**src/hdl/tlbcr_pkg.sv**
```systemverilog
package tlbcr_pkg;

  localparam logic OP_LOOKUP = 1'b0;
  localparam logic OP_INSERT = 1'b1;

  localparam logic [1:0] STATUS_HIT   = 2'd0;
  localparam logic [1:0] STATUS_MISS  = 2'd1;
  localparam logic [1:0] STATUS_FILL  = 2'd2;
  localparam logic [1:0] STATUS_EVICT = 2'd3;

  typedef struct packed {
    logic        operation;
    logic [31:0] virt_address;
    logic [31:0] frame_address;
  } req_t;

  typedef struct packed {
    logic [1:0]  status;
    logic [31:0] translated_address;
    logic [31:0] lookup_total;
    logic [31:0] insert_total;
  } rsp_t;

endpackage

```
**src/hdl/tlbcr_ram.sv**
```systemverilog
module tlbcr_ram #(
  parameter int WIDTH = 20,
  parameter int DEPTH = 16
) (
  input  logic                     clk_i,
  input  logic                     we_i,
  input  logic [$clog2(DEPTH)-1:0] waddr_i,
  input  logic [WIDTH-1:0]         wdata_i,
  input  logic                     re_i,
  input  logic [$clog2(DEPTH)-1:0] raddr_i,
  output logic [WIDTH-1:0]         rdata_o
);

  logic [WIDTH-1:0] mem_q [DEPTH];
  logic [WIDTH-1:0] rdata_q;

  always_ff @(posedge clk_i) begin
    if (we_i) begin
      mem_q[waddr_i] <= wdata_i;
    end
    if (re_i) begin
      rdata_q <= mem_q[raddr_i];
    end
  end

  assign rdata_o = rdata_q;

endmodule

```
**src/hdl/tlbcr_front.sv**
```systemverilog
module tlbcr_front #(
  parameter int OFFSET_WIDTH = 12,
  parameter int ADDRESS_BITS = 32
) (
  input  logic                                 clk_i,
  input  logic                                 rst_ni,
  input  logic                                 in_valid_i,
  output logic                                 in_ready_o,
  input  tlbcr_pkg::req_t                      in_data_i,
  output logic                                 pop_valid_o,
  input  logic                                 pop_ready_i,
  output logic                                 pop_op_o,
  output logic [ADDRESS_BITS-OFFSET_WIDTH-1:0] pop_vpage_o,
  output logic [ADDRESS_BITS-OFFSET_WIDTH-1:0] pop_ppage_o,
  output logic [OFFSET_WIDTH-1:0]              pop_offset_o
);

  localparam int PW = ADDRESS_BITS - OFFSET_WIDTH;
  localparam int QW = 1 + 2 * PW + OFFSET_WIDTH;

  logic [ADDRESS_BITS-1:0] vaddr;
  logic [ADDRESS_BITS-1:0] faddr;
  logic [QW-1:0]           item;
  logic [QW-1:0]           slot_q [2];
  logic                    wptr_q, wptr_d;
  logic                    rptr_q, rptr_d;
  logic [1:0]              count_q, count_d;
  logic                    push;
  logic                    pop;

  assign vaddr = ADDRESS_BITS'(in_data_i.virt_address);
  assign faddr = ADDRESS_BITS'(in_data_i.frame_address);
  assign item  = {in_data_i.operation, vaddr[ADDRESS_BITS-1:OFFSET_WIDTH],
                  faddr[ADDRESS_BITS-1:OFFSET_WIDTH], vaddr[OFFSET_WIDTH-1:0]};

  assign in_ready_o  = (count_q != 2'd2);
  assign pop_valid_o = (count_q != 2'd0);
  assign push        = in_valid_i && in_ready_o;
  assign pop         = pop_valid_o && pop_ready_i;

  assign {pop_op_o, pop_vpage_o, pop_ppage_o, pop_offset_o} = slot_q[rptr_q];

  always_comb begin
    wptr_d  = push ? ~wptr_q : wptr_q;
    rptr_d  = pop ? ~rptr_q : rptr_q;
    count_d = count_q + {1'b0, push} - {1'b0, pop};
  end

  always_ff @(posedge clk_i) begin
    if (push) begin
      slot_q[wptr_q] <= item;
    end
  end

  always_ff @(posedge clk_i or negedge rst_ni) begin
    if (!rst_ni) begin
      wptr_q  <= 1'b0;
      rptr_q  <= 1'b0;
      count_q <= 2'd0;
    end else begin
      wptr_q  <= wptr_d;
      rptr_q  <= rptr_d;
      count_q <= count_d;
    end
  end

endmodule

```
**src/hdl/tlbcr_back.sv**
```systemverilog
module tlbcr_back #(
  parameter int ENTRIES      = 16,
  parameter int OFFSET_WIDTH = 12,
  parameter int ADDRESS_BITS = 32
) (
  input  logic                                 clk_i,
  input  logic                                 rst_ni,
  input  logic                                 pop_valid_i,
  output logic                                 pop_ready_o,
  input  logic                                 pop_op_i,
  input  logic [ADDRESS_BITS-OFFSET_WIDTH-1:0] pop_vpage_i,
  input  logic [ADDRESS_BITS-OFFSET_WIDTH-1:0] pop_ppage_i,
  input  logic [OFFSET_WIDTH-1:0]              pop_offset_i,
  output logic                                 out_valid_o,
  input  logic                                 out_ready_i,
  output tlbcr_pkg::rsp_t                      out_data_o
);

  localparam int PW = ADDRESS_BITS - OFFSET_WIDTH;
  localparam int IW = $clog2(ENTRIES);

  localparam logic [1:0] S_IDLE  = 2'd0;
  localparam logic [1:0] S_READ  = 2'd1;
  localparam logic [1:0] S_SWEEP = 2'd2;
  localparam logic [1:0] S_EMIT  = 2'd3;

  logic [1:0]              state_q, state_d;
  logic [ENTRIES-1:0]      valid_q, valid_d;
  logic [ENTRIES-1:0]      used_q, used_d;
  logic [PW-1:0]           vtag_q [ENTRIES];
  logic [IW-1:0]           hand_q, hand_d;
  logic [31:0]             lcnt_q, lcnt_d;
  logic [31:0]             icnt_q, icnt_d;
  logic [1:0]              status_q, status_d;
  logic                    hit_q, hit_d;
  logic [OFFSET_WIDTH-1:0] off_q, off_d;
  logic [PW-1:0]           vpage_q, vpage_d;
  logic [PW-1:0]           ppage_q, ppage_d;
  logic                    out_valid_q, out_valid_d;
  tlbcr_pkg::rsp_t         out_q, out_d;

  logic                    hit;
  logic [IW-1:0]           hit_idx;
  logic                    free;
  logic [IW-1:0]           free_idx;
  logic [IW-1:0]           hand_nxt;
  logic                    pop;
  logic                    out_free;
  logic                    tag_we;
  logic [IW-1:0]           tag_waddr;
  logic [PW-1:0]           tag_wdata;
  logic [PW-1:0]           ram_wdata;
  logic                    ram_re;
  logic [PW-1:0]           ram_rdata;
  logic [ADDRESS_BITS-1:0] paddr;

  assign pop_ready_o = (state_q == S_IDLE);
  assign pop         = pop_valid_i && pop_ready_o;
  assign out_free    = !out_valid_q || out_ready_i;
  assign hand_nxt    = (hand_q == IW'(ENTRIES - 1)) ? '0 : hand_q + 1'b1;
  assign paddr       = {ram_rdata, off_q};

  // lowest matching and lowest free entry
  always_comb begin
    hit      = 1'b0;
    hit_idx  = '0;
    free     = 1'b0;
    free_idx = '0;
    for (int i = ENTRIES - 1; i >= 0; i--) begin
      if (valid_q[i] && (vtag_q[i] == pop_vpage_i)) begin
        hit     = 1'b1;
        hit_idx = IW'(i);
      end
      if (!valid_q[i]) begin
        free     = 1'b1;
        free_idx = IW'(i);
      end
    end
  end

  always_comb begin
    state_d     = state_q;
    valid_d     = valid_q;
    used_d      = used_q;
    hand_d      = hand_q;
    lcnt_d      = lcnt_q;
    icnt_d      = icnt_q;
    status_d    = status_q;
    hit_d       = hit_q;
    off_d       = off_q;
    vpage_d     = vpage_q;
    ppage_d     = ppage_q;
    out_valid_d = out_valid_q && !out_ready_i;
    out_d       = out_q;
    tag_we      = 1'b0;
    tag_waddr   = free_idx;
    tag_wdata   = pop_vpage_i;
    ram_wdata   = pop_ppage_i;
    ram_re      = 1'b0;

    unique case (state_q)
      S_IDLE: begin
        if (pop) begin
          off_d = pop_offset_i;
          if (pop_op_i == tlbcr_pkg::OP_LOOKUP) begin
            lcnt_d = lcnt_q + 32'd1;
            hit_d  = hit;
            if (hit) begin
              used_d[hit_idx] = 1'b1;
              ram_re          = 1'b1;
              status_d        = tlbcr_pkg::STATUS_HIT;
              state_d         = S_READ;
            end else begin
              status_d = tlbcr_pkg::STATUS_MISS;
              state_d  = S_EMIT;
            end
          end else begin
            icnt_d = icnt_q + 32'd1;
            hit_d  = 1'b0;
            if (free) begin
              tag_we           = 1'b1;
              valid_d[free_idx] = 1'b1;
              used_d[free_idx]  = 1'b0;
              status_d         = tlbcr_pkg::STATUS_FILL;
              state_d          = S_EMIT;
            end else begin
              vpage_d  = pop_vpage_i;
              ppage_d  = pop_ppage_i;
              status_d = tlbcr_pkg::STATUS_EVICT;
              state_d  = S_SWEEP;
            end
          end
        end
      end
      S_READ: begin
        state_d = S_EMIT;
      end
      S_SWEEP: begin
        tag_waddr = hand_q;
        tag_wdata = vpage_q;
        ram_wdata = ppage_q;
        hand_d    = hand_nxt;
        if (used_q[hand_q]) begin
          used_d[hand_q] = 1'b0;
        end else begin
          tag_we          = 1'b1;
          valid_d[hand_q] = 1'b1;
          state_d         = S_EMIT;
        end
      end
      S_EMIT: begin
        if (out_free) begin
          out_valid_d              = 1'b1;
          out_d.status             = status_q;
          out_d.translated_address = hit_q ? 32'(paddr) : 32'd0;
          out_d.lookup_total       = lcnt_q;
          out_d.insert_total       = icnt_q;
          state_d                  = S_IDLE;
        end
      end
      default: begin
        state_d = S_IDLE;
      end
    endcase
  end

  tlbcr_ram #(
    .WIDTH (PW),
    .DEPTH (ENTRIES)
  ) u_ppage_ram (
    .clk_i   (clk_i),
    .we_i    (tag_we),
    .waddr_i (tag_waddr),
    .wdata_i (ram_wdata),
    .re_i    (ram_re),
    .raddr_i (hit_idx),
    .rdata_o (ram_rdata)
  );

  always_ff @(posedge clk_i) begin
    if (tag_we) begin
      vtag_q[tag_waddr] <= tag_wdata;
    end
    status_q <= status_d;
    hit_q    <= hit_d;
    off_q    <= off_d;
    vpage_q  <= vpage_d;
    ppage_q  <= ppage_d;
    out_q    <= out_d;
  end

  always_ff @(posedge clk_i or negedge rst_ni) begin
    if (!rst_ni) begin
      state_q     <= S_IDLE;
      valid_q     <= '0;
      used_q      <= '0;
      hand_q      <= '0;
      lcnt_q      <= 32'd0;
      icnt_q      <= 32'd0;
      out_valid_q <= 1'b0;
    end else begin
      state_q     <= state_d;
      valid_q     <= valid_d;
      used_q      <= used_d;
      hand_q      <= hand_d;
      lcnt_q      <= lcnt_d;
      icnt_q      <= icnt_d;
      out_valid_q <= out_valid_d;
    end
  end

  assign out_valid_o = out_valid_q;
  assign out_data_o  = out_q;

endmodule

```
**src/hdl/tlb_clock_replacement.sv**
```systemverilog
// fully associative tlb with clock replacement
// in channel: in_valid_i/in_ready_o with in_data_i, op 0 looks up, op 1 inserts
// out channel: out_valid_o/out_ready_i with out_data_o, one result per request
// requests enter a two-slot queue, the back end runs them one at a time
// from input transfer to output valid a request passes the queue; a lookup
// hit then waits in S_READ for the registered read of the physical page ram,
// a lookup miss or free-entry insert goes straight to S_EMIT, and a clock
// eviction first sweeps, one entry examined per cycle, to a clear used bit
// the back end takes a new request only after it has emitted the last one
// reset clears all valid and used bits, the clock hand and both counters
// a stalled receiver holds the output register; the back end waits to emit,
// the queue fills and in_ready_o drops after two more requests
module tlb_clock_replacement #(
  parameter int ENTRIES      = 16,
  parameter int OFFSET_WIDTH = 12,
  parameter int ADDRESS_BITS = 32
) (
  input  logic            clk_i,
  input  logic            rst_ni,
  input  logic            in_valid_i,
  output logic            in_ready_o,
  input  tlbcr_pkg::req_t in_data_i,
  output logic            out_valid_o,
  input  logic            out_ready_i,
  output tlbcr_pkg::rsp_t out_data_o
);

  localparam int PW = ADDRESS_BITS - OFFSET_WIDTH;

  logic                    pop_valid;
  logic                    pop_ready;
  logic                    pop_op;
  logic [PW-1:0]           pop_vpage;
  logic [PW-1:0]           pop_ppage;
  logic [OFFSET_WIDTH-1:0] pop_offset;

  tlbcr_front #(
    .OFFSET_WIDTH (OFFSET_WIDTH),
    .ADDRESS_BITS (ADDRESS_BITS)
  ) u_front (
    .clk_i        (clk_i),
    .rst_ni       (rst_ni),
    .in_valid_i   (in_valid_i),
    .in_ready_o   (in_ready_o),
    .in_data_i    (in_data_i),
    .pop_valid_o  (pop_valid),
    .pop_ready_i  (pop_ready),
    .pop_op_o     (pop_op),
    .pop_vpage_o  (pop_vpage),
    .pop_ppage_o  (pop_ppage),
    .pop_offset_o (pop_offset)
  );

  tlbcr_back #(
    .ENTRIES      (ENTRIES),
    .OFFSET_WIDTH (OFFSET_WIDTH),
    .ADDRESS_BITS (ADDRESS_BITS)
  ) u_back (
    .clk_i        (clk_i),
    .rst_ni       (rst_ni),
    .pop_valid_i  (pop_valid),
    .pop_ready_o  (pop_ready),
    .pop_op_i     (pop_op),
    .pop_vpage_i  (pop_vpage),
    .pop_ppage_i  (pop_ppage),
    .pop_offset_i (pop_offset),
    .out_valid_o  (out_valid_o),
    .out_ready_i  (out_ready_i),
    .out_data_o   (out_data_o)
  );

  // only a hit carries an address
  assert property (@(posedge clk_i) disable iff (!rst_ni)
    out_valid_o && (out_data_o.status != tlbcr_pkg::STATUS_HIT)
    |-> (out_data_o.translated_address == 32'd0))
    else $error("non-hit result with nonzero address");

  // a full queue always offers work to the back end
  assert property (@(posedge clk_i) disable iff (!rst_ni)
    !in_ready_o |-> pop_valid)
    else $error("queue full but nothing offered");

  // a request taken while a result is stuck does not overwrite the held result
  assert property (@(posedge clk_i) disable iff (!rst_ni)
    pop_valid && pop_ready |=> !(out_valid_o && $past(out_valid_o && !out_ready_i)
    && $changed(out_data_o)))
    else $error("result overwritten while stalled");

endmodule
```
**config.mk**
```make
export PLATFORM = sky130hd
export DESIGN_NAME = tlb_clock_replacement
export DESIGN_NICKNAME = d
export VERILOG_FILES = /design/src/hdl/tlbcr_pkg.sv /design/src/hdl/tlbcr_ram.sv /design/src/hdl/tlbcr_front.sv /design/src/hdl/tlbcr_back.sv /design/src/hdl/tlb_clock_replacement.sv
export SDC_FILE = /design/constraint.sdc
export NUM_CORES = 2
export LEC_CHECK = 0
export BUFFER_PORTS_ARGS = -buffer_cell sky130_fd_sc_hd__buf_2
export CORE_ASPECT_RATIO = 1.25
export CORE_MARGIN = 2
export CORE_UTILIZATION = 40
export CTS_BUF_LIST = sky130_fd_sc_hd__clkbuf_2 sky130_fd_sc_hd__clkbuf_4 sky130_fd_sc_hd__clkbuf_8
export DETAILED_ROUTE_END_ITERATION = 6
export GPL_TIMING_DRIVEN = 1
export PLACE_DENSITY = 0.58
export SYNTH_ARGS = -nofsm -noshare
export SYNTH_HDL_FRONTEND = slang
export SYNTH_HIERARCHICAL = 1
export SYNTH_SLANG_ARGS = --single-unit
```
**constraint.sdc**
```tcl
create_clock -name clk_i -period 5.1 [get_ports clk_i]
set_input_delay 1.02 -clock clk_i [delete_from_list [all_inputs] [get_ports clk_i]]
set_output_delay 1.02 -clock clk_i [all_outputs]
set_load 0.03 [all_outputs]
```
=== Word level (Yosys, flattened, before mapping) ===
Memory sizes are Yosys's and may differ from the RTL's. A register that Yosys moved wholly into a read port is not among the register bits.
Index checks and enable logic that the tools add are counted.

* $add $sub $neg: 5
* $mul: 0
* Div/mod/pow operators: 0
* Order comparisons: 6
* Eq/ne operators: 29
* Shift operators: 0
* Muxes and demuxes: 112
* Bitwise operators: 11
* Reduce and logical (&&, ||, !) cells: 36

{| class="wikitable"
|+ Operators with widths
! kind !! count
|-
| $eq A20 B20 Y1 || 16
|-
| $mux W16 || 9
|-
| $mux W4 || 34
|-
| $add A32 B1 Y32 const B || 2
|-
| $pmux W16 S2 || 2
|-
| $mux W1 || 53
|-
| $or A16 B16 Y16 || 3
|-
| $mux W20 || 2
|-
| $and A16 B16 Y16 || 2
|-
| $not A16 Y16 || 2
|-
| $logic_and A1 B1 Y1 || 22
|-
| $lt A4 B5 Y1 const B || 3
|-
| $demux W1 S4 || 3
|-
| $ge A4 B1 Y1 const B || 3
|-
| $mux W2 || 6
|-
| $ne A2 B2 Y1 const B || 5
|-
| $reduce_and A5 Y1 || 2
|-
| $reduce_and A3 Y1 || 3
|-
| $pmux W2 S4 || 1
|-
| $ne A3 B3 Y1 const B || 2
|-
| $add A4 B1 Y4 const B || 1
|-
| $bmux W1 S4 || 1
|-
| $eq A2 B2 Y1 const B || 2
|-
| $eq A4 B4 Y1 const B || 1
|-
| 12 further kinds || 19
|}

* Register bits after elaboration: 260
* Latch bits: 0
* Bits in writable memories: 746
* ROM bits: 0
* Bits of input ports: 69
* Output and inout port bits: 100
* Logic and storage cells: 221
* Memories kept: 3

{| class="wikitable"
|+ Memory list
! memory !! words !! bits a word !! read ports !! clocked after Yosys merged registers in !! write ports !! RTL line !! text
|-
| u_back.u_ppage_ram.mem_q || 16 || 20 || 1 || 1 || 1 || tlbcr_ram.sv:14 || <nowiki>logic [WIDTH-1:0] mem_q [DEPTH];</nowiki>
|-
| u_back.vtag_q || 16 || 20 || 16 || 0 || 1 || tlbcr_back.sv:30 || <nowiki>logic [PW-1:0] vtag_q [ENTRIES];</nowiki>
|-
| u_front.slot_q || 2 || 53 || 1 || 0 || 1 || tlbcr_front.sv:24 || <nowiki>logic [QW-1:0] slot_q [2];</nowiki>
|}

=== Depth between registers and ports, before layout ===
An unclocked memory read counts as a cell.

* Word-level depth: 28
* Gate-level depth with buffers: 20
* Mapped depth without buffers: 14

=== Hierarchy ===
Netlist, hierarchy kept.

{| class="wikitable"
|+ Modules (own cells, without submodules)
! module !! times used !! cells an instance !! area each (µm²) !! sequential area each (µm²)
|-
| tlbcr_back || 1 || 1,568 || 24,189.4 || 16,781.1
|-
| tlbcr_ram || 1 || 533 || 12,731.0 || 10,209.8
|-
| tlbcr_front || 1 || 187 || 4,043.9 || 3,283.1
|}

=== Worst setup path after synthesis ===
OpenSTA, ideal clock, no wires.

* Path kind: register -> register
* From: register u_front.rptr_q
* To: register u_back.u_ppage_ram.rdata_q[0], in the netlist u_back/u_ppage_ram/rdata_o[0], read port of u_back.u_ppage_ram.mem_q (enable)
* Library setup time: 0.422 ns
* Arrival: 3.853 ns
* Data required time: 4.678 ns
* Setup slack: 0.824 ns
* Cell stages (with the launch flop): 13
* Buffers on the path: 3
* Clock period less this slack: 4.276 ns
* Path through: dfrtp_1 buf_2 buf_2 mux2_2 buf_6 xor2_1 nor4_1 nand4_1 nor4_4 or2b_2 nor3_1 and2_4 nor3_1

* Longest elaborated chain between the ends: 23
* Elaborated cells between the ends (all ways): 69
* Those cells by class: 16 x eq/ne; 36 x mux; 16 x reduce/logical; 1 x memory

{| class="wikitable"
|+ RTL lines
! item !! RTL line !! text
|-
| start: declaration || tlbcr_front.sv:26 || <nowiki>logic rptr_q, rptr_d;</nowiki>
|-
| start signal: assignment || tlbcr_front.sv:62 || <nowiki>rptr_q <= rptr_d;</nowiki>
|-
| $mem_v2 Z2 W53 (*) || -- ||
|-
| net pop_vpage[17] || tlb_clock_replacement.sv:33 || <nowiki>logic [PW-1:0] pop_vpage;</nowiki>
|-
| $eq A20 B20 Y1 || tlbcr_back.sv:70 || <nowiki>if (valid_q[i] && (vtag_q[i] == pop_vpage_i)) begin</nowiki>
|-
| $logic_and A1 B1 Y1 || tlbcr_back.sv:70 ||
|-
| $mux W1 (15 in a row) || tlbcr_back.sv:70 ||
|-
| $mux W1 (*) || tlbcr_back.sv:70 ||
|-
| $mux W1 (*) || tlbcr_back.sv:108 || <nowiki>if (hit) begin</nowiki>
|-
| $mux W1 (*) || tlbcr_back.sv:105 || <nowiki>if (pop_op_i == tlbcr_pkg::OP_LOOKUP) begin</nowiki>
|-
| $mux W1 (*) || tlbcr_back.sv:103 || <nowiki>if (pop) begin</nowiki>
|-
| $mux W1 (*) || tlbcr_back.sv:101 || <nowiki>unique case (state_q)</nowiki>
|-
| net u_back.ram_re || tlbcr_back.sv:53 || <nowiki>logic ram_re;</nowiki>
|-
| end: declaration || tlbcr_ram.sv:15 || <nowiki>logic [WIDTH-1:0] rdata_q;</nowiki>
|}

The timed path passes the listed nets; every way through them passes the cells marked *.
A chain may end at the register's enable or synchronous reset.

=== Worst setup path after layout ===
* From: register u_front.rptr_q
* To: register u_back.u_ppage_ram.rdata_q[4], in the netlist u_back/u_ppage_ram/rdata_o[4], read port of u_back.u_ppage_ram.mem_q (data pin)

* Elaborated cells between the ends (all ways): 69
* Those cells by class: 16 x eq/ne; 36 x mux; 16 x reduce/logical; 1 x memory

{| class="wikitable"
|+ RTL lines
! item !! RTL line !! text
|-
| $mem_v2 Z2 W53 (*) || -- ||
|-
| net pop_vpage[10] || tlb_clock_replacement.sv:33 ||
|-
| $eq A20 B20 Y1 || tlbcr_back.sv:70 ||
|-
| $logic_and A1 B1 Y1 || tlbcr_back.sv:70 ||
|-
| $mux W4 (15 in a row) || tlbcr_back.sv:70 ||
|-
| $mux W4 (*) || tlbcr_back.sv:70 ||
|-
| net u_back.hit_idx[1] || tlbcr_back.sv:43 || <nowiki>logic [IW-1:0] hit_idx;</nowiki>
|}

Marks and branches as above.

==> results.md <==
* Synth unique cells at 70
* Layout area overhead at 14.55%
* Num ports at around 170
* Worst R2R Setup Slack at ~260 ps
* Routed wire length at ~98000 um
* P_leak at 15.76 nW
* Congestion Overflow GR at 0
* Hold slack at ~250 ps
* End point of the critical path: u_back/u_ppage_ram/rdata_o[4]
* Outcome: finished clean
* Syn Area/Cell at 17.90 um2
* Synthesis Warnings at 6
* Post-Synthesis Net Count at roughly 2400
* CTS Buffer Depth at 3
* Largest family of logic cells by synthesized area: XOR/XNOR gates
* M3 GR Usage at 3.487%
* Final period util at about 95%
* Cell Area, Synth at 40960 um2
* Simple-gate area share of the yosys netlist at ~5.5%
* Die footprint at about 110000 um2
* Post-synth EDFFs at approximately 920
* Clock-pin slew on the worst setup and hold paths at ~70 ps
* PD cells at between 500 and 600 nW/um2
* CP endpoint kind: flip-flop
* IO buf count at 156
* Post-synthesis sequential area ratio at ~74%
* Reg-to-reg startpoint: u_front/rptr_q
* Core Region at 101800 um2
* CTS tree: built
* CTS Sinks at a little over 1000
* Hold Vio Cnt, Final at 0
* Most frequent cells in the layout: 919 x edfxtp_1, 279 x xnor2_1, 161 x clkbuf_8
* DP HPWL at about 61000 um
* VDD IR-drop max at between 300 and 400 uV
* Tightest Pin Transition at about 1100 ps
* Setup violators final at 0
* CTS root buf: clkbuf_8
* Pre-Repair DR Iteration Count at 5
* 1st-iter DRT viols at 1571
* Finished Core Util at a little under half
* Num CTS Buffers at between 150 and 200
* H-tree depth at 4
* Post-route cell area at 46930 um2
* First-pass GRT wire length at 144200 um
* Worst endpoint required time at 5670 ps
* Max Slew Vio Count at 0
* Crit. Startpoint: u_front/rptr_q
* Initial Util at between 40% and 50%
* Post-synthesis mux area share at 7.459%
* Met2 usage at ~34%
* Post-synthesis cell count at 2288
* # Post-CTS Setup Buffers at 0
* Initial antenna violation count at 5
* Gpl congestion at between 0.8 and 0.9
* Clock Skew at between 60 and 70 ps
* Critical path launch point type: flip-flop
* Worst setup path class: reg -> reg
* GR peak layer: met2
* Vias in the first global route at approximately 22000
* Peak Freq at a little over 200 MHz
* Worst reg2reg path depth at 16
* Layout cells sized above 1 at between 20% and 30%
* All-layer global routing usage at 18.70%
* Wire length per cell at approximately 24 um
* Clock insertion delay at the later pin of the skew report at 850 ps
* DRC violations left at 0
* HP Class: in -> async
* Ys flop type: edfxtp_1
* Met1 Use GR at approximately 22%
* Row cnt at between 100 and 150
* # fillers at approximately 8700
* Post-Place Cell Area at approximately 44000 um2
* RSZ-0062 raised after global routing: false
* Crit Path Max Fanout at 23
* Vias/cell at around 5.2
* Largest net degree at the start of global routing at ~80
* Placed Cells at 3810
* R2r endpoint: u_back/u_ppage_ram/rdata_o[4]
* XOR/XNOR share of the synthesized area at around 8.3%
* Final min period at ~4800 ps
* Adder-cell share of the synthesized area at less than 1%
* Setup TNS at 0 ps
* Commonest non-fill, non-tap cell in the layout: edfxtp_1
* Slew Limit Headroom at about 25%
* Via count at between 20000 and 25000
* Die width at between 200 and 300 um
* Max-cap check violation count at 0
* Synth Area in Compound Gates at under 10%
* Final nets at between 2000 and 3000
* Die H at approximately 360 um
* Final ANT Viol Nets at 0
* Yosys reg bits at 1026
* CP arrival at around 5400 ps
* Final Non-Filler Cells at 4086
* Ys async rst share at a little over a tenth
[metal layers]
| metal | part of all wire, % | up-vias |
|---|---|---|
| met4 | 2.3 | 2 |
| met3 | 4.8 | 169 |
| met5 | 0.013 | - |
| li1 | - | 9473 |
| met1 | 40 | 11030 |
| met2 | 53 | 611 |
[where the power goes]
part / leakage (nW) / internal (mW) / total, mW / switching [mW]
clock: 1.57 / 3.40 / 6.52 / 3.12
combinational: 4.41 / 2.30 / 7.73 / 5.43
sequential: 9.79 / 11.8 / 12.3 / 0.512
[final cells by class]
class / instances / area [um2] / share of cell area (%)
Sequential cell: 1026 / 30280 / 64.52
Multi-Input combinational cell: 1146 / 10030 / 21.38
Clock buffer: 218 / 2644 / 5.634
Clock inverter: 56 / 310.3 / 0.6613
Tap cell: 1330 / 1664 / 3.546
Antenna cell: 2 / 5.005 / 0.01067
Inverter: 25 / 93.84 / 0.2000
Timing Repair Buffer: 283 / 1899 / 4.048
[what timing repair did]
action | in CTS | in global routing
hold buffers | 0 | 0
setup endpoints to repair | 0 | 3
gates resized for setup | 0 | 1
[flip-flops by register name, summed over array words and instances, names as in the netlist, 16 cells and up]
register / count
u_back/vpage_q: 20
u_front/slot_q: 106
u_back/out_data_o: 98
u_back/u_ppage_ram/rdata_o: 20
u_back/used_q: 16
u_back/icnt_q: 32
u_back/vtag_q: 320
u_back/ppage_q: 20
u_back/valid_q: 16
u_back/lcnt_q: 32
u_back/u_ppage_ram/mem_q: 320
[critical path, stage by stage (launching register included)]
cell	delay, ps
dfrtp_2	390
buf_12	180
mux2_2	550
buf_4	260
xor2_1	170
nor4_1	330
nand4_1	200
or2_1	290
a221oi_1	330
o21bai_1	140
a31oi_2	350
o21ai_2	100
inv_2	310
buf_4	290
mux4_2	320
a22oi_1	230
nand2_1	70
[how the worst min path moves through the flow]
stage,startpoint,end,cells past startpoint
2_1_floorplan,u_back/status_q[0],u_back/out_data_o[96],0
3_3_place_gp,u_back/status_q[1],u_back/out_data_o[97],0
3_5_place_dp,u_back/status_q[1],u_back/out_data_o[97],0
4_1_cts,rst_ni,u_back/lcnt_q[18],1
5_1_grt,rst_ni,u_back/icnt_q[30],1
6_report,rst_ni,u_back/lcnt_q[18],1
[cells in the mapped netlist, types with 11 or more instances]
cell type  number  area share (%)
edfxtp_1      919              67
xnor2_1       279             6.0
dfrtp_1       107             6.5
xor2_1        103             2.2
mux2_2         96             2.6
nand2_1        94            0.86
mux4_2         69             3.8
nand4_1        69             1.1
nor2_1         65            0.60
nand3_1        43            0.53
a22oi_1        41            0.75
and2_1         39            0.60
buf_6          33            0.91
nor4_1         33            0.50
clkbuf_1       27            0.25
inv_1          25            0.23
o21ai_0        20            0.24
nor3_1         17            0.21
and3_1         16            0.24
mux4_1         16             1.0
a32oi_1        15            0.32
buf_4          14            0.26
o21bai_1       14            0.26
o21ai_1        13            0.16
nor2b_1        11            0.17
[cells by family after synthesis]
kind of cell / count (synthesis)
mux: 181
buf+inv: 116
xor+xnor: 386
simple gates: 422
compound gates: 147
fa+ha+maj: 10
flops: 1026
[stage by stage]
step | power [mW] | worst slack, ps
3_3_place_gp | 20.08 | 271.0
2_1_floorplan | 17.36 | 824.4
5_1_grt | 27.76 | 9.057
4_1_cts | 26.87 | 251.2
6_report | 26.57 | 261.6
3_5_place_dp | 20.31 | 278.5
No activity file was read; power rests on OpenSTA's default activity.
